### src/rtl/lprw_pkg.sv
// Package with constants, codes and the result type of the linked page record walker.
package lprw_pkg;

  localparam int unsigned PAGE_BYTES         = 128;
  localparam int unsigned SLOTS_PER_PAGE     = 5;
  localparam int unsigned SECOND_LINE_OFFSET = 64;
  localparam int unsigned RECORD_LIMIT       = 65535;

  localparam int unsigned PAGE_SHIFT = $clog2(PAGE_BYTES);
  localparam int unsigned IDX_W      = 32 - PAGE_SHIFT;

  localparam logic [31:0] LINE_OFFSET  = 32'(SECOND_LINE_OFFSET);
  localparam logic [31:0] LINE_LIMIT   = 32'hFFFF_FFFF - LINE_OFFSET;
  localparam logic [2:0]  SLOT_FULL    = 3'(SLOTS_PER_PAGE);
  localparam logic [2:0]  SLOT_SECOND  = 3'd2;
  localparam logic [15:0] TOTAL_LIMIT  = 16'(RECORD_LIMIT);

  localparam int unsigned CFG_IDX_W = 4;
  localparam logic [CFG_IDX_W-1:0] REG_FIRST_PAGE = 4'd0;
  localparam logic [CFG_IDX_W-1:0] REG_POOL_BASE  = 4'd1;
  localparam logic [CFG_IDX_W-1:0] REG_POOL_PAGES = 4'd2;
  localparam logic [CFG_IDX_W-1:0] REG_TOTAL      = 4'd3;

  localparam int unsigned IN_W  = 40;
  localparam int unsigned OUT_W = 144;

  typedef enum logic [1:0] {
    ST_OK       = 2'd0,
    ST_BAD_ADDR = 2'd1,
    ST_DONE     = 2'd2
  } status_e;

  typedef struct packed {
    logic        walk_complete;
    logic [31:0] not_ready_total;
    logic        not_ready_flag;
    logic [15:0] release_page_id;
    logic        release_valid;
    logic [31:0] discard_addr;
    logic        discard_valid;
    logic [2:0]  consume_slot;
    logic [31:0] consume_page;
    logic [15:0] consume_index;
    status_e     status;
  } result_t;

endpackage

### src/rtl/lprw_page_check.sv
// Pool membership and page boundary check that yields the page id of an address.
module lprw_page_check import lprw_pkg::*; (
  input  logic [31:0] addr_i,
  input  logic [31:0] pool_base_i,
  input  logic [16:0] pool_pages_i,
  output logic        ok_o,
  output logic [15:0] id_o
);

  logic [31:0]      off;
  logic [IDX_W-1:0] idx;

  assign off  = addr_i - pool_base_i;
  assign idx  = off[31:PAGE_SHIFT];
  assign id_o = idx[15:0];

  assign ok_o = (addr_i >= pool_base_i) &&
                (off[PAGE_SHIFT-1:0] == '0) &&
                (idx < IDX_W'(pool_pages_i)) &&
                (idx[IDX_W-1:16] == '0);

endmodule

### src/rtl/lprw_core.sv
// Configuration registers, walk state and the per-record step logic.
module lprw_core import lprw_pkg::*; (
  input  logic                 clk_i,
  input  logic                 rst_ni,
  input  logic                 cfg_we_i,
  input  logic [CFG_IDX_W-1:0] cfg_index_i,
  input  logic [31:0]          cfg_wdata_i,
  input  logic                 step_i,
  input  logic                 page_ready_i,
  input  logic [31:0]          next_link_i,
  output result_t              result_o
);

  logic [31:0] first_q, base_q;
  logic [16:0] pages_q;
  logic [15:0] total_q;
  logic [31:0] cur_q, cur_d;
  logic [15:0] cnt_q, cnt_d;
  logic [2:0]  slot_q, slot_d;
  logic [31:0] nr_q, nr_d;

  logic        cur_ok, next_ok;
  logic [15:0] cur_id, next_id;
  logic [31:0] next_addr;
  logic [2:0]  slot_inc;
  logic        page_full;

  assign slot_inc  = slot_q + 3'd1;
  assign page_full = slot_inc >= SLOT_FULL;
  assign next_addr = page_full ? next_link_i : 32'd0;

  lprw_page_check u_cur_check (
    .addr_i       (cur_q),
    .pool_base_i  (base_q),
    .pool_pages_i (pages_q),
    .ok_o         (cur_ok),
    .id_o         (cur_id)
  );

  lprw_page_check u_next_check (
    .addr_i       (next_addr),
    .pool_base_i  (base_q),
    .pool_pages_i (pages_q),
    .ok_o         (next_ok),
    .id_o         (next_id)
  );

  always_comb begin
    result_o = '0;
    cur_d    = cur_q;
    cnt_d    = cnt_q;
    slot_d   = slot_q;
    nr_d     = nr_q;
    if (cnt_q >= total_q) begin
      result_o.status        = ST_DONE;
      result_o.walk_complete = 1'b1;
    end else if (!cur_ok || ((slot_q == SLOT_SECOND) && (cur_q > LINE_LIMIT))) begin
      result_o.status = ST_BAD_ADDR;
    end else begin
      if (slot_q == 3'd0) begin
        if (!page_ready_i) begin
          result_o.not_ready_flag = 1'b1;
          nr_d = nr_q + 32'd1;
        end
        result_o.discard_valid = 1'b1;
        result_o.discard_addr  = cur_q;
      end else if (slot_q == SLOT_SECOND) begin
        result_o.discard_valid = 1'b1;
        result_o.discard_addr  = cur_q + LINE_OFFSET;
      end
      result_o.consume_index = cnt_q;
      result_o.consume_page  = cur_q;
      result_o.consume_slot  = slot_q;
      cnt_d  = cnt_q + 16'd1;
      slot_d = slot_inc;
      if (page_full || (cnt_d == total_q)) begin
        slot_d                   = 3'd0;
        result_o.release_valid   = 1'b1;
        result_o.release_page_id = cur_id;
        cur_d                    = next_addr;
        if ((cnt_d != total_q) && !next_ok) begin
          result_o.status = ST_BAD_ADDR;
        end
      end
      result_o.walk_complete = (cnt_d == total_q);
    end
    result_o.not_ready_total = nr_d;
  end

  always_ff @(posedge clk_i or negedge rst_ni) begin
    if (!rst_ni) begin
      first_q <= '0;
      base_q  <= '0;
      pages_q <= 17'd1;
      total_q <= '0;
      cur_q   <= '0;
      cnt_q   <= '0;
      slot_q  <= '0;
      nr_q    <= '0;
    end else if (cfg_we_i && (cfg_index_i <= REG_TOTAL)) begin
      case (cfg_index_i)
        REG_FIRST_PAGE: first_q <= cfg_wdata_i;
        REG_POOL_BASE:  base_q  <= cfg_wdata_i;
        REG_POOL_PAGES: pages_q <= cfg_wdata_i[16:0];
        REG_TOTAL: begin
          total_q <= (cfg_wdata_i[15:0] > TOTAL_LIMIT) ? TOTAL_LIMIT : cfg_wdata_i[15:0];
        end
        default: ;
      endcase
      cur_q  <= (cfg_index_i == REG_FIRST_PAGE) ? cfg_wdata_i : first_q;
      cnt_q  <= '0;
      slot_q <= '0;
    end else if (step_i) begin
      cur_q  <= cur_d;
      cnt_q  <= cnt_d;
      slot_q <= slot_d;
      nr_q   <= nr_d;
    end
  end

  assert property (@(posedge clk_i) disable iff (!rst_ni)
    slot_q < SLOT_FULL)
    else $error("slot index left the page");

  assert property (@(posedge clk_i) disable iff (!rst_ni)
    step_i && !cfg_we_i && (result_o.status == ST_DONE) |=>
      $stable(cnt_q) && $stable(slot_q) && $stable(cur_q))
    else $error("completed walk changed state");

  assert property (@(posedge clk_i) disable iff (!rst_ni)
    step_i && !cfg_we_i && result_o.release_valid |=> slot_q == 3'd0)
    else $error("release did not rewind the slot");

  assert property (@(posedge clk_i) disable iff (!rst_ni)
    next_ok |-> (17'(next_id) < pages_q))
    else $error("next page id outside the pool");

endmodule

### src/rtl/linked_page_record_walker_top.sv
// Top level of the linked page record walker with stream ports and result register.
//
//  Channel      Direction  Handshake                       Content
//  s_axis       in         s_axis_tvalid/s_axis_tready     one record request
//  m_axis       out        m_axis_tvalid/m_axis_tready     one result per request
//  cfg          in         cfg_we_i, no wait               register write, restarts walk
//
// Each request is handled by the combinational step logic: it reads the walk state and
// the request, and the state and the result register are loaded at the same edge.
// A new request is taken every cycle while the result register is empty or is
// being drained, so one request per cycle is sustained with a ready sink.
// Reset clears the walk state and loads the register reset values; no sweep.
// A stalled result holds in the output register and stalls the input side.
module linked_page_record_walker_top import lprw_pkg::*; (
  input  logic                 clk_i,
  input  logic                 rst_ni,
  input  logic                 cfg_we_i,
  input  logic [CFG_IDX_W-1:0] cfg_index_i,
  input  logic [31:0]          cfg_wdata_i,
  input  logic                 s_axis_tvalid,
  output logic                 s_axis_tready,
  // page_ready [0], next_link [32:1], zero fill [39:33]
  input  logic [IN_W-1:0]      s_axis_tdata,
  output logic                 m_axis_tvalid,
  input  logic                 m_axis_tready,
  // status [1:0], consume_index [17:2], consume_page [49:18], consume_slot [52:50],
  // discard_valid [53], discard_addr [85:54], release_valid [86],
  // release_page_id [102:87], not_ready_flag [103], not_ready_total [135:104],
  // walk_complete [136], zero fill [143:137]
  output logic [OUT_W-1:0]     m_axis_tdata
);

  result_t res;
  result_t out_q;
  logic    out_valid_q;
  logic    step;

  assign s_axis_tready = !out_valid_q || m_axis_tready;
  assign step          = s_axis_tvalid && s_axis_tready;

  lprw_core u_core (
    .clk_i        (clk_i),
    .rst_ni       (rst_ni),
    .cfg_we_i     (cfg_we_i),
    .cfg_index_i  (cfg_index_i),
    .cfg_wdata_i  (cfg_wdata_i),
    .step_i       (step),
    .page_ready_i (s_axis_tdata[0]),
    .next_link_i  (s_axis_tdata[32:1]),
    .result_o     (res)
  );

  always_ff @(posedge clk_i or negedge rst_ni) begin
    if (!rst_ni) begin
      out_valid_q <= 1'b0;
    end else if (step) begin
      out_valid_q <= 1'b1;
    end else if (m_axis_tready) begin
      out_valid_q <= 1'b0;
    end
  end

  always_ff @(posedge clk_i) begin
    if (step) begin
      out_q <= res;
    end
  end

  assign m_axis_tvalid = out_valid_q;
  assign m_axis_tdata  = {(OUT_W - $bits(result_t))'(0), out_q};

  assert property (@(posedge clk_i) disable iff (!rst_ni)
    step |=> out_valid_q)
    else $error("accepted request produced no result");

  assert property (@(posedge clk_i) disable iff (!rst_ni)
    out_valid_q && (out_q.status == ST_DONE) |->
      out_q.walk_complete && !out_q.release_valid && !out_q.discard_valid)
    else $error("completed walk result carries a command");

  assert property (@(posedge clk_i) disable iff (!rst_ni)
    out_valid_q && out_q.discard_valid |->
      (out_q.consume_slot == 3'd0) || (out_q.consume_slot == SLOT_SECOND))
    else $error("discard requested at a wrong slot");

endmodule

### config.mk
export PLATFORM = sky130hd
export DESIGN_NAME = linked_page_record_walker_top
export DESIGN_NICKNAME = d
export VERILOG_FILES = /design/src/rtl/lprw_pkg.sv /design/src/rtl/lprw_page_check.sv /design/src/rtl/lprw_core.sv /design/src/rtl/linked_page_record_walker_top.sv
export SDC_FILE = /design/constraint.sdc
export NUM_CORES = 1
export LEC_CHECK = 0
export ABC_AREA = 1
export BUFFER_PORTS_ARGS = -buffer_cell sky130_fd_sc_hd__buf_2
export CAP_MARGIN = 30
export CELL_PAD_IN_SITES_DETAIL_PLACEMENT = 0
export CELL_PAD_IN_SITES_GLOBAL_PLACEMENT = 1
export CORE_MARGIN = 2
export CORE_UTILIZATION = 32
export CTS_CLUSTER_DIAMETER = 40
export DETAILED_ROUTE_END_ITERATION = 8
export GPL_ROUTABILITY_DRIVEN = 1
export PLACE_DENSITY = 0.6
export SYNTH_ARGS = -nofsm -noshare
export SYNTH_HDL_FRONTEND = slang
export SYNTH_HIERARCHICAL = 1
export SYNTH_SLANG_ARGS = --single-unit
export TNS_END_PERCENT = 100
### constraint.sdc
create_clock -name clk_i -period 17.2 [get_ports clk_i]
set_input_delay 0.86 -clock clk_i [delete_from_list [all_inputs] [get_ports clk_i]]
set_output_delay 0.86 -clock clk_i [all_outputs]
set_load 0.03 [all_outputs]
After elaboration in Yosys (flattened, before gate mapping)
Cells that the tools add are included.
- bits in read-only memories: 0
- latch bits: 0
- bits in writable memories: 0
- memories kept: 0
- register bits: 318
- output and inout bits: 146
- input port bits: 81
- add/subtract/negate cells: 6
- bitwise operators: 3
- magnitude comparators: 9
- divide/modulo/power cells: 0
- $mul: 0
- reductions and logical operators: 34
- eq/ne operators: 8
- shift operators: 0
- mux-type cells: 31
- operators with widths (kind ; number):
    32-bit 2-to-1 mux ; 11
    16-bit 2-to-1 mux ; 5
    33-bit 2-to-1 mux ; 2
    32-bit >= comparator ; 2
    32-bit subtractor ; 2
    25-bit by 17-bit < comparator with 1-bit output ; 2
    32-bit by 1-bit adder with 32-bit output (second input constant) ; 1
    32-bit by 7-bit adder with 32-bit output (second input constant) ; 1
    32-bit > comparator (second input constant) ; 1
    9-bit zero test ; 2
    16-bit by 1-bit adder with 16-bit output (second input constant) ; 1
    16-bit == test ; 1
    16-bit >= comparator ; 1
    16-bit > comparator (second input constant) ; 1
    16-bit != test ; 1
    3-bit 2-to-1 mux ; 5
    7-bit zero test ; 2
    1-bit logical AND ; 10
    4-bit by 2-bit == test with 1-bit output (second input constant) ; 2
    2-bit AND reduction ; 4
    1-bit 2-to-1 mux ; 7
    2-bit nonzero test ; 3
    3-bit OR reduction ; 2
    4-bit by 1-bit == test with 1-bit output (second input constant) ; 1
    14 further kinds ; 21

Depth between registers and ports, before layout
Gate-level depths: netlist of run 1.
- depth after elaboration: 13
- gate-level depth with buffers: 34
- mapped depth without buffers: 33

Modules after synthesis
The synthesis of run 1 kept the hierarchy.
- by module, submodules not included (module ; cells an instance ; area an instance (µm²) ; times used):
    lprw_core ; 1565 ; 10865.4 ; 1
    lprw_page_check ; 611 ; 3088.0 ; 2
    linked_page_record_walker_top ; 151 ; 4215.3 ; 1

Least setup slack after synthesis of run 1
OpenSTA, ideal clock, no wires.
- kind: in2reg
- start: in s_axis_tvalid
- end: reg u_core.cnt_q[11]
- setup time: 83 ps
- data required time: 17117 ps
- setup slack: 7874 ps
- arrival time: 9243 ps
- stages: 7
- buffers on the path: 1
- path through: inv_1 -> a21oi_1 -> inv_1 -> nor2_1 -> nand2_1 -> buf_1 -> o22ai_1
- longest elaborated chain between the ends: 3
- ends and longest elaborated chain (what ; line ; RTL):
    from (decl) ; linked_page_record_walker_top.sv:20 ; input logic s_axis_tvalid,
    1-bit logical AND ; linked_page_record_walker_top.sv:39 ; assign step = s_axis_tvalid && s_axis_tready;
    via step ; linked_page_record_walker_top.sv:36 ; logic step;
    2-bit nonzero test (no line) ; n/a ;
    3-bit AND reduction (no line) ; n/a ;
    to (signal assigned) ; lprw_core.sv:115 ; cnt_q <= cnt_d;
    to (decl) ; lprw_core.sv:18 ; logic [15:0] cnt_q, cnt_d;
The timed path passes the listed nets, and every way through them passes these cells.
A chain may end at the register's enable or synchronous reset.

Final worst setup path of run 1
- start: reg u_core.cur_q[0]
- end: reg u_core.cur_q[4]
- elaborated cells on any way between the ends: 14
- RTL lines (what ; line ; RTL):
    from (decl) ; lprw_core.sv:17 ; logic [31:0] cur_q, cur_d;
    from (signal assigned) ; lprw_core.sv:110 ; cur_q <= (cfg_index_i == REG_FIRST_PAGE) ? cfg_wdata_i : first_q;
    from (signal assigned) ; lprw_core.sv:114 ; cur_q <= cur_d;
    32-bit subtractor ; lprw_page_check.sv:13 ; assign off = addr_i - pool_base_i;
    via u_core.cur_id[15] ; lprw_core.sv:23 ; logic [15:0] cur_id, next_id;
    25-bit by 17-bit < comparator with 1-bit output ; lprw_page_check.sv:19 ; (idx < IDX_W'(pool_pages_i)) &&
    1-bit logical AND ; lprw_page_check.sv:18 ; (off[PAGE_SHIFT-1:0] == '0) &&
    1-bit logical AND ; lprw_page_check.sv:19 ;
    via u_core.cur_ok ; lprw_core.sv:22 ; logic cur_ok, next_ok;
    1-bit zero test ; lprw_core.sv:57 ; end else if (!cur_ok || ((slot_q == SLOT_SECOND) && (cur_q > LINE_LIMIT))) begin
    1-bit logical OR ; lprw_core.sv:57 ;
    2-bit != test (no line) ; n/a ;
    4-bit AND reduction (no line) ; n/a ;
The timed path passes the listed nets, and every way through them passes these cells.

==> results of run 1 <==
## layout by cell type, fill, tap and decap left out, types with 27 or more instances in the layout
master and instances:
nand2_2 49, nand2_1 905, xor2_1 37, o21ai_0 145
inv_1 528, a21oi_1 105, buf_2 211, xnor2_1 27
clkbuf_16 49, edfxtp_1 137, nand3_1 154, nand4_1 38
nor2_1 271, dfrtp_1 180, ha_1 119
## flip-flops by register name (all words and copies together), names as in the netlist
signal          count
m_axis_tdata      137
u_core/base_q      32
u_core/cur_q       32
u_core/first_q     32
u_core/nr_q        32
u_core/pages_q     17
u_core/cnt_q       16
u_core/total_q     16
u_core/slot_q       3
m_axis_tvalid       1
## final timing paths
path	startpoint	endpoint	cells after the start
setup / recovery	u_core/cur_q[0]	u_core/cur_q[4]	32
hold / removal	rst_ni	u_core/cnt_q[5]	1
setup reg to reg	u_core/cur_q[0]	u_core/cur_q[4]	32
hold reg to reg	u_core/total_q[13]	u_core/total_q[13]	2
max in group asynchronous	rst_ni	u_core/cur_q[28]	3
min in group clk_i	u_core/total_q[13]	u_core/total_q[13]	2
## power groups by stage
stage / registers (uW) / logic, uW / clock network, uW
floorplan: 964 / 599 / 0
global placement: 968 / 873 / 0
detailed placement: 969 / 883 / 0
CTS: 955 / 887 / 1040
global route: 964 / 1000 / 1070
finish: 955 / 878 / 1010
## critical path: cells and delay by family, from the launching register on
family / cells / cell delay, ps
fa+ha+maj: 3 / 940
compound gates: 2 / 250
simple gates: 22 / 3510
buf+inv: 4 / 630
flops: 1 / 450
xor+xnor: 1 / 450
## layout make-up
| type | instances | area, um2 | area share |
|---|---|---|---|
| clock buffer | 58 | 1300 | 0.0520 |
| clock inverter | 30 | 365 | 0.0146 |
| tap | 864 | 1080 | 0.0433 |
| sequential | 318 | 8640 | 0.346 |
| inverter | 545 | 2050 | 0.0819 |
| timing repair buffer | 226 | 1250 | 0.0499 |
| multi-input combinational | 2011 | 10300 | 0.412 |
## per-layer routing
layer  vias up  share of wire  wire length (um)  global-route usage
met2       420           0.46             33000               0.345
met4         0          0.017              1220              0.0459
met5         -              0                 0                   0
met3        74          0.041              2940              0.0225
met1      8966           0.48             33800               0.290
li1       9617              -                 -                   -
## per-stage QoR
step	cell area [um2]	util	total power (uW)	worst slack, ps	std cells
after floorplan	21300	-	1560	7870	2943
after global placement	23200	0.353	1840	10560	3960
after detailed placement	23300	0.354	1850	10560	3961
after CTS	24900	0.379	2880	10530	4049
after global routing	25000	0.380	3040	9990	4052
final	25000	0.380	2840	10790	4052
==> results_dict.tcl, run 1 <==
set metrics [dict create \
    ys_warn_count 6 \
    max_stage_delay_ps 450 \
    drc_errors 0 \
    gp_congestion 0.885 \
    power.density_nw_per_um2 114 \
    cts_made_buffers 47 \
    viasPerCell 4.71 \
    outcome "finished, final reports clean" \
    final_nets 3351 \
    worst-endpoint-required_ps 17720 \
    fin_crit_sh 0.373 \
    htreeDepth 2 \
    p_int_uw 1780 \
    tightest_slew_ps 959 \
    n_antenna_cell 0 \
    drt_first_pass_iters 5 \
    syn-instance-count 2937 \
    crit_type "reg2reg" \
    crit_fanout 43 \
    die-height_um 262 \
    end_kind "flip-flop" \
    cts_tree "done" \
    worst_path_max_delay_cell "dfrtp_1" \
    clk_path_buf_depth 3 \
    start_kind "flip-flop" \
    swShare 0.374 \
    p_leak_uw 0.0128 \
    holdWs_ps 264 \
    wire_per_inst_um 17.5 \
    first_global_vias 18656 \
    grt_first_pass_wirelength_um 109000 \
    gr-total-overflow 0 \
    hold_buffers 0 \
    clock_sinks 318 \
    std_cell_rows 94 \
    fin_crit_ps 6410 \
    pwr-share-comb 0.309 \
    p_seq_frac 0.336 \
    core_um2 65700 \
    grt_max_degree 139 \
    grt.total_usage 0.207 \
    vias 19077 \
    synth.avg_cell_area_um2 7.24 \
    hpwl_um 56600 \
    setup_violations 0 \
    cts_setup_buffers 0 \
    tns_ps 0 \
    fmax_ghz 0.156 \
    antenna_found_initial 0 \
    worstHoldPathType "in2async" \
    p_clk_frac 0.356 \
    cts.reportedPaths.clkPinSlew_ps 60 \
    start_util 0.323 \
    rsz0062_at_grt "no" \
    switching_power_uw 1060 \
    worstPathArrival_ps 6930 \
    ioPinCount 227 \
    clock-root-buffer "clkbuf_16" \
    slew_headroom 0.361 \
    hold_violations 0 \
    wl_um 71000 \
    nFillCells 7010 \
    dieArea_um2 68500 \
    dieWidth_um 262 \
    portBuffers 212 \
    reg2reg_slack_ps 10790 \
    peakVddDrop_uv 72.2 \
    drtIter0Drc 1307 \
    ant_nets 0 \
    cts_resized 0 \
    area_delta_synth_final_pct 17.6 \
    insertion_delay_ps 580 \
    drive_above_1_share 0.139 \
    fin_skew_ps 28.6 \
    syn_area_um2 21300 \
    cap_violations 0 \
    slew_violations 0 \
]
No activity file was read; power rests on OpenSTA's default activity.
==> inputs of run 2 (changes only) <==
- ABC_AREA: 1 -> 0
- PLACE_DENSITY: 0.6 -> 0.59
- clock period: 17.2 -> 5.4 ns (I/O delays scaled with it)
==> run 2 against run 1 <==
  * Synthesized area fell by 4.5%
  * Non-clock buffer count up 402
  * Hold slack got worse by 250 ps
  * Global-route usage is 1.4 points higher
  * Sequential power rose to 3.0 times the previous value
  * First-iteration DRC count increased by 1.2%
  * Critical path type unchanged
  * The flow now finishes with violations (negative setup slack)
  * Highest routed layer is now met5
==> results_dict.tcl, run 2 <==
set metrics [dict create \
    synth_edf_count 137 \
    antenna_found_initial 3 \
    portBuffers 212 \
    drtIter0Drc 1323 \
    wire_per_inst_um 21.7 \
    dp_cells 3286 \
    ys_warn_count 6 \
    setup_violations 150 \
    worstPathArrival_ps 6290 \
    fin_crit_sh 1.11 \
    hold-path-cell-count 2 \
    cts_made_buffers 46 \
    drt_first_pass_iters 6 \
    ioPinCount 227 \
    synth_most_common_cell "dfrtp_1" \
    synth.avg_cell_area_um2 10.1 \
    cap_violations 0 \
    start_util 0.323 \
    crit_fanout 6 \
    first_global_vias 17839 \
    synth-async-reset-ratio 0.569 \
    slew_violations 0 \
    crit_type "reg2reg" \
    final_nets 2781 \
    end_kind "flip-flop" \
    synth_top_area_frac 0.222 \
    dieArea_um2 65400 \
    grt_busiest_layer "met2" \
    peakVddDrop_uv 187 \
    fin_crit_ps 5990 \
    clk_path_buf_depth 3 \
    grtUsageMet3 0.0349 \
    drive_above_1_share 0.413 \
    synth_area_leaders "dfrtp_1 22%, edfxtp_1 20%, ha_1 7.3%" \
    worst-endpoint-required_ps 5700 \
    wl_um 75300 \
    synth_flop_cell "dfrtp_1" \
    drc_errors 0 \
    std_cell_rows 92 \
    synth_top_family_by_area "simple AND/OR/NAND/NOR gates" \
    setup_ws_ps -593 \
    nFillCells 6049 \
    layout_common_cells "323 x buf_4, 211 x buf_2, 180 x dfrtp_1" \
    grtUsageMet1 0.311 \
    area_delta_synth_final_pct 42.6 \
    syn-instance-count 2004 \
    ys_seq_area_frac 0.426 \
    grt.total_usage 0.221 \
    ys_top_cells_by_count "180 x dfrtp_1, 143 x inv_1, 137 x edfxtp_1" \
    synth.area.mux_share 0.0787 \
    fin_skew_ps 25.0 \
    cts.reportedPaths.clkPinSlew_ps 60 \
    multi_input_area_um2 12200 \
    vias 18028 \
    tightest_slew_ps 945 \
    grt_first_pass_wirelength_um 112000 \
    syn_area_um2 20300 \
    startpoint "u_core/slot_q[0]" \
    p_leak_uw 0.0134 \
    yosysTopAreaCell "dfrtp_1" \
    final_cells 3464 \
    largest_reg_flops 137 \
    power.density_nw_per_um2 309 \
    ys_types 98 \
    insertion_delay_ps 590 \
    post-route-util 0.461 \
    worstHoldStart "cfg_wdata_i[3]" \
    mostFrequentLayoutCell "buf_4" \
    outcome "finished, violations left" \
    ant_nets 0 \
    hold_violations 0 \
    synthSimpleGateAreaFrac 0.173 \
    synth-compound-area-share 0.126 \
    viasPerCell 5.20 \
    die-height_um 256 \
    cts_tree "done" \
    violations "negative setup slack" \
    whs_endpoint "u_core/first_q[3]" \
    rsz0062_at_grt "yes" \
    gp_congestion 0.940 \
    hpwl_um 55300 \
    gr-total-overflow 0 \
    rr_endpoint "m_axis_tdata[0]" \
    worstHoldPathType "in2reg" \
    clock_sinks 318 \
    core_um2 62900 \
    dieWidth_um 256 \
    htreeDepth 2 \
    r2r-start "u_core/slot_q[0]" \
    start_kind "flip-flop" \
    grtUsageMet2 0.357 \
    synth_seq_cells 318 \
    grt_max_degree 108 \
    register_area_um2 8640 \
    fmax_ghz 0.167 \
    clock-root-buffer "clkbuf_16" \
    slew_headroom 0.364 \
    synth_fa_ha_area_frac 0.0753 \
    r2r_cells 26 \
    reg2reg_slack_ps -590 \
    yosys.area_share.xor_xnor 0.0678 \
]
-- run 2: cell count changes in the layout (fill, tap and decap cells not counted), sizes merged, moves of 73 or more --
cell,before,now
nand2,957,130
inv,555,152
buf,225,604
nor2,305,116
mux2,15,133
nand3,160,63
and2,4,78
and3,0,73
-- run 2: how the worst max path moves through the flow --
stage	cells after the start	endpoint	slack [ps]
global placement	27	m_axis_tdata[0]	-1640
floorplan	26	m_axis_tdata[0]	-50
global route	27	m_axis_tdata[0]	-950
finish	26	m_axis_tdata[0]	-590
detailed placement	27	m_axis_tdata[0]	-1680
CTS	26	m_axis_tdata[0]	-680
-- run 2: final cells by class --
class,count,area share
multi-input cells,1441,0.422
inverters,144,0.0191
clock buffers,55,0.0427
well taps,846,0.0366
repair buffers,628,0.170
diodes,1,0.0000864
flip-flops and latches,318,0.299
clock inverters,31,0.0117
-- run 2: cell families after synthesis --
family / after synthesis
compound gates: 364
xor+xnor: 157
fa+ha+maj: 121
buf+inv: 251
flops: 318
mux: 143
other cells: 1
simple gates: 649
-- run 2: timing repair --
item | CTS | global route
endpoints found under the setup margin | 219 | 219
resized for setup | 192 | 202
pin swaps | 97 | 79
endpoints found under the hold margin | 135 | 0
gates cloned | 10 | 10
hold buffers | 18 | 0
buffers inserted | 37 | 22
-- run 2: critical path: stages (launching register included) --
cell	delay, ps
dfrtp_1	390
inv_2	70
ha_4	280
nor2_4	40
a22oi_2	180
buf_6	180
and2_4	190
ha_4	230
a21o_4	240
a211oi_2	250
o211ai_2	160
o21ai_2	140
o41ai_4	120
o31ai_4	330
xnor2_2	120
ha_2	200
nand4b_1	160
or4_1	490
nor3_2	220
nand4_1	170
a2111oi_2	300
nand4_1	170
a2111oi_2	240
nor4b_4	500
nor2_2	80
nor2_1	150
a211oi_2	70
-- run 2: where the power goes --
part | switching, uW | internal (uW) | leakage [uW]
Sequential | 161 | 2720 | 0.00358
Combinational | 1600 | 1420 | 0.00908
Clock | 1220 | 1820 | 0.000761
-- run 2: metal layers --
| layer | share of wire | vias up |
|---|---|---|
| met5 | 0.00033 | - |
| met4 | 0.023 | 4 |
| met3 | 0.059 | 96 |
| met2 | 0.46 | 566 |
| met1 | 0.46 | 8921 |
| li1 | - | 8441 |
-- run 2: stage by stage --
step | hold slack (ps) | power (uW) | TNS (ps) | cell area (um2) | setup WS (ps)
after floorplan | -25.6 | 4390 | -47.5 | 20400 | -47.5
after global placement | 464 | 5650 | -91700 | 24500 | -1640
after detailed placement | 461 | 5670 | -81480 | 24500 | -1680
after CTS | 0.164 | 8910 | -19430 | 27700 | -677
after global routing | 13.2 | 9390 | -81600 | 28900 | -952
final | 14.4 | 8950 | -30840 | 28900 | -593
